File: src/hw/rtl/blkavg_pkg.sv
// ----------------------------------------------------------------------------
// blkavg_pkg
// Types, codes and constants shared by the block average downscaler.
// ----------------------------------------------------------------------------
`default_nettype none

package blkavg_pkg;

    localparam int DEF_MAX_WIDTH        = 2048;
    localparam int DEF_MAX_BLOCK_HEIGHT = 1024;

    localparam int CH_W   = 8;
    localparam int CFG_W  = 12;
    localparam int BHC_W  = 11;
    localparam int IDX_W  = 2;

    localparam logic [IDX_W-1:0] CFG_IMAGE_WIDTH  = IDX_W'(0);
    localparam logic [IDX_W-1:0] CFG_BLOCK_WIDTH  = IDX_W'(1);
    localparam logic [IDX_W-1:0] CFG_BLOCK_HEIGHT = IDX_W'(2);

    localparam logic [CFG_W-1:0] IMAGE_WIDTH_RST  = 12'd2048;
    localparam logic [CFG_W-1:0] BLOCK_WIDTH_RST  = 12'd1;
    localparam logic [BHC_W-1:0] BLOCK_HEIGHT_RST = 11'd1;

    typedef enum logic [2:0] {
        KIND_SAME      = 3'd0,
        KIND_RESET     = 3'd1,
        KIND_NEW       = 3'd2,
        KIND_ROW_END   = 3'd3,
        KIND_ROW_RESET = 3'd4
    } kind_t;

    typedef struct packed {
        logic [CH_W-1:0] red;
        logic [CH_W-1:0] green;
        logic [CH_W-1:0] blue;
    } pixel_t;

    typedef struct packed {
        kind_t           kind;
        logic [CH_W-1:0] avg_red;
        logic [CH_W-1:0] avg_green;
        logic [CH_W-1:0] avg_blue;
        logic            last;
    } result_t;

    typedef enum logic [2:0] {
        ST_CLEAR,
        ST_IDLE,
        ST_MOD,
        ST_ACC,
        ST_DIV,
        ST_EMIT_BLK,
        ST_EMIT_ROW
    } state_t;

    typedef struct packed {
        logic clr_wr;
        logic take;
        logic acc;
        logic div_load;
        logic div_mod;
        logic div_step;
        logic emit_blk;
        logic emit_row;
    } ctrl_cmd_t;

    typedef struct packed {
        logic clr_last;
        logic dirty;
        logic blk_now;
        logic rowe_now;
        logic rowe_hold;
        logic div_last;
        logic out_free;
    } dp_status_t;

endpackage

`default_nettype wire

File: src/hw/rtl/blkavg_ctrl.sv
// ----------------------------------------------------------------------------
// blkavg_ctrl
// Sequencer: column sum clear, accumulate, divide and result emission.
// ----------------------------------------------------------------------------
`default_nettype none

module blkavg_ctrl
    import blkavg_pkg::*;
(
    input  wire logic       clk,
    input  wire logic       rst_n,
    input  wire logic       pixel_valid,
    input  wire dp_status_t dp_stat,
    output logic            pixel_stall,
    output ctrl_cmd_t       cmd
);

    state_t state_reg;
    state_t state_next;

    always_ff @(posedge clk or negedge rst_n)
    begin
        if (!rst_n)
            state_reg <= ST_CLEAR;
        else
            state_reg <= state_next;
    end

    always_comb
    begin
        state_next  = state_reg;
        cmd         = '0;
        pixel_stall = 1'b1;
        case (state_reg)
            ST_CLEAR:
            begin
                cmd.clr_wr = 1'b1;
                if (dp_stat.clr_last)
                    state_next = ST_IDLE;
            end
            ST_IDLE:
            begin
                pixel_stall = 1'b0;
                if (pixel_valid)
                begin
                    cmd.take = 1'b1;
                    if (dp_stat.dirty)
                    begin
                        cmd.div_load = 1'b1;
                        cmd.div_mod  = 1'b1;
                        state_next   = ST_MOD;
                    end
                    else
                        state_next = ST_ACC;
                end
            end
            ST_MOD:
            begin
                cmd.div_step = 1'b1;
                if (dp_stat.div_last)
                    state_next = ST_ACC;
            end
            ST_ACC:
            begin
                cmd.acc = 1'b1;
                if (dp_stat.blk_now)
                begin
                    cmd.div_load = 1'b1;
                    state_next   = ST_DIV;
                end
                else if (dp_stat.rowe_now)
                    state_next = ST_EMIT_ROW;
                else
                    state_next = ST_IDLE;
            end
            ST_DIV:
            begin
                cmd.div_step = 1'b1;
                if (dp_stat.div_last)
                    state_next = ST_EMIT_BLK;
            end
            ST_EMIT_BLK:
            begin
                if (dp_stat.out_free)
                begin
                    cmd.emit_blk = 1'b1;
                    state_next   = dp_stat.rowe_hold ? ST_EMIT_ROW : ST_IDLE;
                end
            end
            ST_EMIT_ROW:
            begin
                if (dp_stat.out_free)
                begin
                    cmd.emit_row = 1'b1;
                    state_next   = ST_IDLE;
                end
            end
            default:
            begin
                state_next = ST_CLEAR;
            end
        endcase
    end

endmodule

`default_nettype wire

File: config.mk
export PLATFORM = sky130hd
export DESIGN_NAME = blkavg_ctrl
export DESIGN_NICKNAME = d
export VERILOG_FILES = /design/src/hw/rtl/blkavg_pkg.sv /design/src/hw/rtl/blkavg_ctrl.sv
export SDC_FILE = /design/constraint.sdc
export NUM_CORES = 1
export LEC_CHECK = 0
export ABC_AREA = 1
export BUFFER_PORTS_ARGS = -buffer_cell sky130_fd_sc_hd__buf_2
export CELL_PAD_IN_SITES_DETAIL_PLACEMENT = 1
export CELL_PAD_IN_SITES_GLOBAL_PLACEMENT = 2
export CORE_MARGIN = 2
export CORE_UTILIZATION = 22
export CTS_BUF_LIST = sky130_fd_sc_hd__clkbuf_4
export DETAILED_ROUTE_END_ITERATION = 8
export PLACE_DENSITY = 0.82
export SKIP_CTS_REPAIR_TIMING = 1
export SYNTH_ARGS = -nofsm -noshare
export SYNTH_HDL_FRONTEND = slang
export SYNTH_SLANG_ARGS = --single-unit
File: constraint.sdc
create_clock -name clk -period 1.1 [get_ports clk]
set_input_delay 0.165 -clock clk [delete_from_list [all_inputs] [get_ports clk]]
set_output_delay 0.165 -clock clk [all_outputs]
set_load 0.02 [all_outputs]
==> impl_metrics.tcl <==
set metrics [dict create \
    drive_gt1_share_pct 62.50 \
    cts.path.max_buffers 2 \
    p_switching_uw 1243 \
    final_nets 115 \
    rows 16 \
    cts_tree "yes" \
    grt_max_degree 8 \
    p_int_uw 1209 \
    cp-start-kind "flop" \
    die_w_microns 49.94 \
    first_global_vias 619 \
    skew_ns 0.001973 \
    start_util_pct 23.42 \
    netlist.area_leader.share_pct 16.17 \
    maxCapViolCount 0 \
    root_buffer "clkbuf_4" \
    ant_nets 0 \
    grt_pass1_wl_microns 2663 \
    period_share_pct 131.7 \
    cp.arrival_ns 1.28 \
    final_hold_viol_count 0 \
    syn_inst 69 \
    power_density_mw_per_mm2 2957 \
    wl_microns 1948 \
    vias_per_cell 4.374 \
    synth_seq_cells 3 \
    synth_warnings 0 \
    port_buffers 18 \
    fin_cells 131 \
    clkTransAtPathRegs_ns 0.05 \
    setup_viol 12 \
    p_comb_share_pct 77.4 \
    drc 0 \
    synthTopCellsByArea "dfrtp_1 (16%), nand2_1 (13%), nand3_2 (11%), nand3_1 (9.7%), buf_6 (7.3%)" \
    relSlewSlack_pct 84.29 \
    gp_congestion 0.8829 \
    seq_power_share_pct 12.8 \
    post-place-cells 123 \
    nFillCells 249 \
    worstPathRequired_ns 0.94 \
    status "finished, violations left" \
    core-area_sq_mm 0.001982 \
    postSynthAreaPerCell_sq_um 6.727 \
    synth_cell_types 19 \
    worstSkewPairLatency_ns 0.24 \
    synth_nets 79 \
    path_class "reg -> out" \
    numCtsBuffers 3 \
    htreeDepth 1 \
    area_delta_synth_final_pct 78.71 \
    setup_ws_ns -0.3490 \
    multiInputGateArea_sq_um 365.4 \
    p_clk_share_pct 9.8 \
    fin_crit_ns 1.449 \
    dp_hpwl_microns 1420 \
    rsz0062_at_grt "true" \
    max-vdd-ir-drop_mv 1.143 \
    worst_slew_pin_slew_ns 0.2356 \
    finalMaxSlewViolations 0 \
    utilization_pct 41.86 \
    failed_checks "setup timing" \
    cts.sinks 3 \
    yosysSeqAreaShare_pct 16.17 \
    vias 573 \
    hold-worst-slack_ns 0.2573 \
    syn_area_sq_um 464.2 \
    grt_use_total_pct 15.08 \
    drt_iter0_drc 6 \
    critPathCaptureType "output pin" \
    largest_register_ffs 3 \
    synth_area_leader_cell "dfrtp_1" \
    p_sw_share_pct 50.70 \
    regArea_sq_um 78.83 \
    overflow 0 \
    place_area_sq_um 683.2 \
    p_leak_uw 0.0004245 \
    diodes 0 \
    wl_per_cell_microns 14.87 \
    ios 19 \
    antenna_found_initial 0 \
    fmaxAchievable_ghz 0.6901 \
    cp_max_fo 7 \
    hold_class "in -> async" \
    dr.pass1.iters 4 \
    die_h_microns 49.94 \
    fp.dieArea_sq_mm 0.002494 \
    pre_cts_ws_ns -0.2125 \
    fin_area_sq_um 829.5 \
]
==> through the flow <==
step	total power [uW]	TNS [ns]
floorplan	1307	-0.4201
global placement	1831	-1.407
detailed placement	1874	-1.702
CTS	2119	-4.162
global route	2610	-3.873
finish	2453	-3.209
==> logic make-up (layout without fill, tap and decap cells) <==
family,after synthesis,after routing,synth area share [%]
buffers and inverters,13,48,17.52
and+or+nand+nor,51,51,63.61
DFF,3,3,16.17
AOI/OAI and AO/OA,2,2,2.695
==> worst max-delay path: stages, from the launching register on <==
cell     delay, ns
dfrtp_2       0.49
buf_6         0.15
nor2_4        0.13
nand2_2       0.09
nand2_4       0.07
buf_6         0.11
==> final timing paths <==
kind / startpoint / end / slack, ns / cells after the start
setup reg to reg: state_reg[0]$_DFFE_PN0P_ / state_reg[2]$_DFFE_PN0P_ / -0.24 / 7
setup / recovery: state_reg[0]$_DFFE_PN0P_ / cmd[2] / -0.35 / 5
min in group clk: dp_stat[3] / state_reg[1]$_DFFE_PN0P_ / 0.37 / 5
hold reg to reg: state_reg[2]$_DFFE_PN0P_ / state_reg[2]$_DFFE_PN0P_ / 0.76 / 3
max in group asynchronous: rst_n / state_reg[0]$_DFFE_PN0P_ / 0.71 / 2
hold / removal: rst_n / state_reg[2]$_DFFE_PN0P_ / 0.26 / 2
==> power groups by stage <==
| stage | Combinational, uW | Sequential, uW | Clock (uW) |
|---|---|---|---|
| 2_1_floorplan | 1120 | 184 | 0 |
| 3_3_place_gp | 1550 | 284 | 0 |
| 3_5_place_dp | 1590 | 288 | 0 |
| 4_1_cts | 1590 | 287 | 238 |
| 5_1_grt | 2030 | 320 | 260 |
| 6_report | 1900 | 313 | 241 |
==> cell usage in the layout (no fill, tap or decap), drive strengths merged <==
| cell | synthesis | routed |
|---|---|---|
| nand4 | 2 | 2 |
| o21ai | 1 | 1 |
| inv | 10 | 10 |
| clkbuf | 0 | 4 |
| or2 | 1 | 1 |
| nand2 | 19 | 19 |
| nand3 | 15 | 15 |
| o21a | 1 | 1 |
| buf | 3 | 33 |
| dlygate4sd3 | 0 | 1 |
| nor3 | 1 | 1 |
| nand3b | 1 | 1 |
| nor2 | 12 | 12 |
| dfrtp | 3 | 3 |
==> cell usage after synthesis (all sizes together) <==
master	instances
nand2	19
nand3	15
nor2	12
inv	10
buf	3
dfrtp	3
nand4	2
nand3b	1
nor3	1
o21a	1
o21ai	1
or2	1
==> final cells by class <==
type / count / share of cell area (%)
clock buffers: 4 / 3.620
multi-input cells: 53 / 44.04
well taps: 27 / 4.072
inverters: 10 / 6.033
flip-flops and latches: 3 / 9.502
repair buffers: 34 / 32.73
==> per-layer routing <==
metal | up-vias | GRT usage [%] | part of all wire (%)
met3 | 2 | 3.939 | 1.8
met1 | 271 | 14.81 | 42
met4 | 0 | 9.259 | 0.77
li1 | 290 | - | -
met5 | - | 0 | 0
met2 | 10 | 27.78 | 55
(Power assumes the default switching activity.)
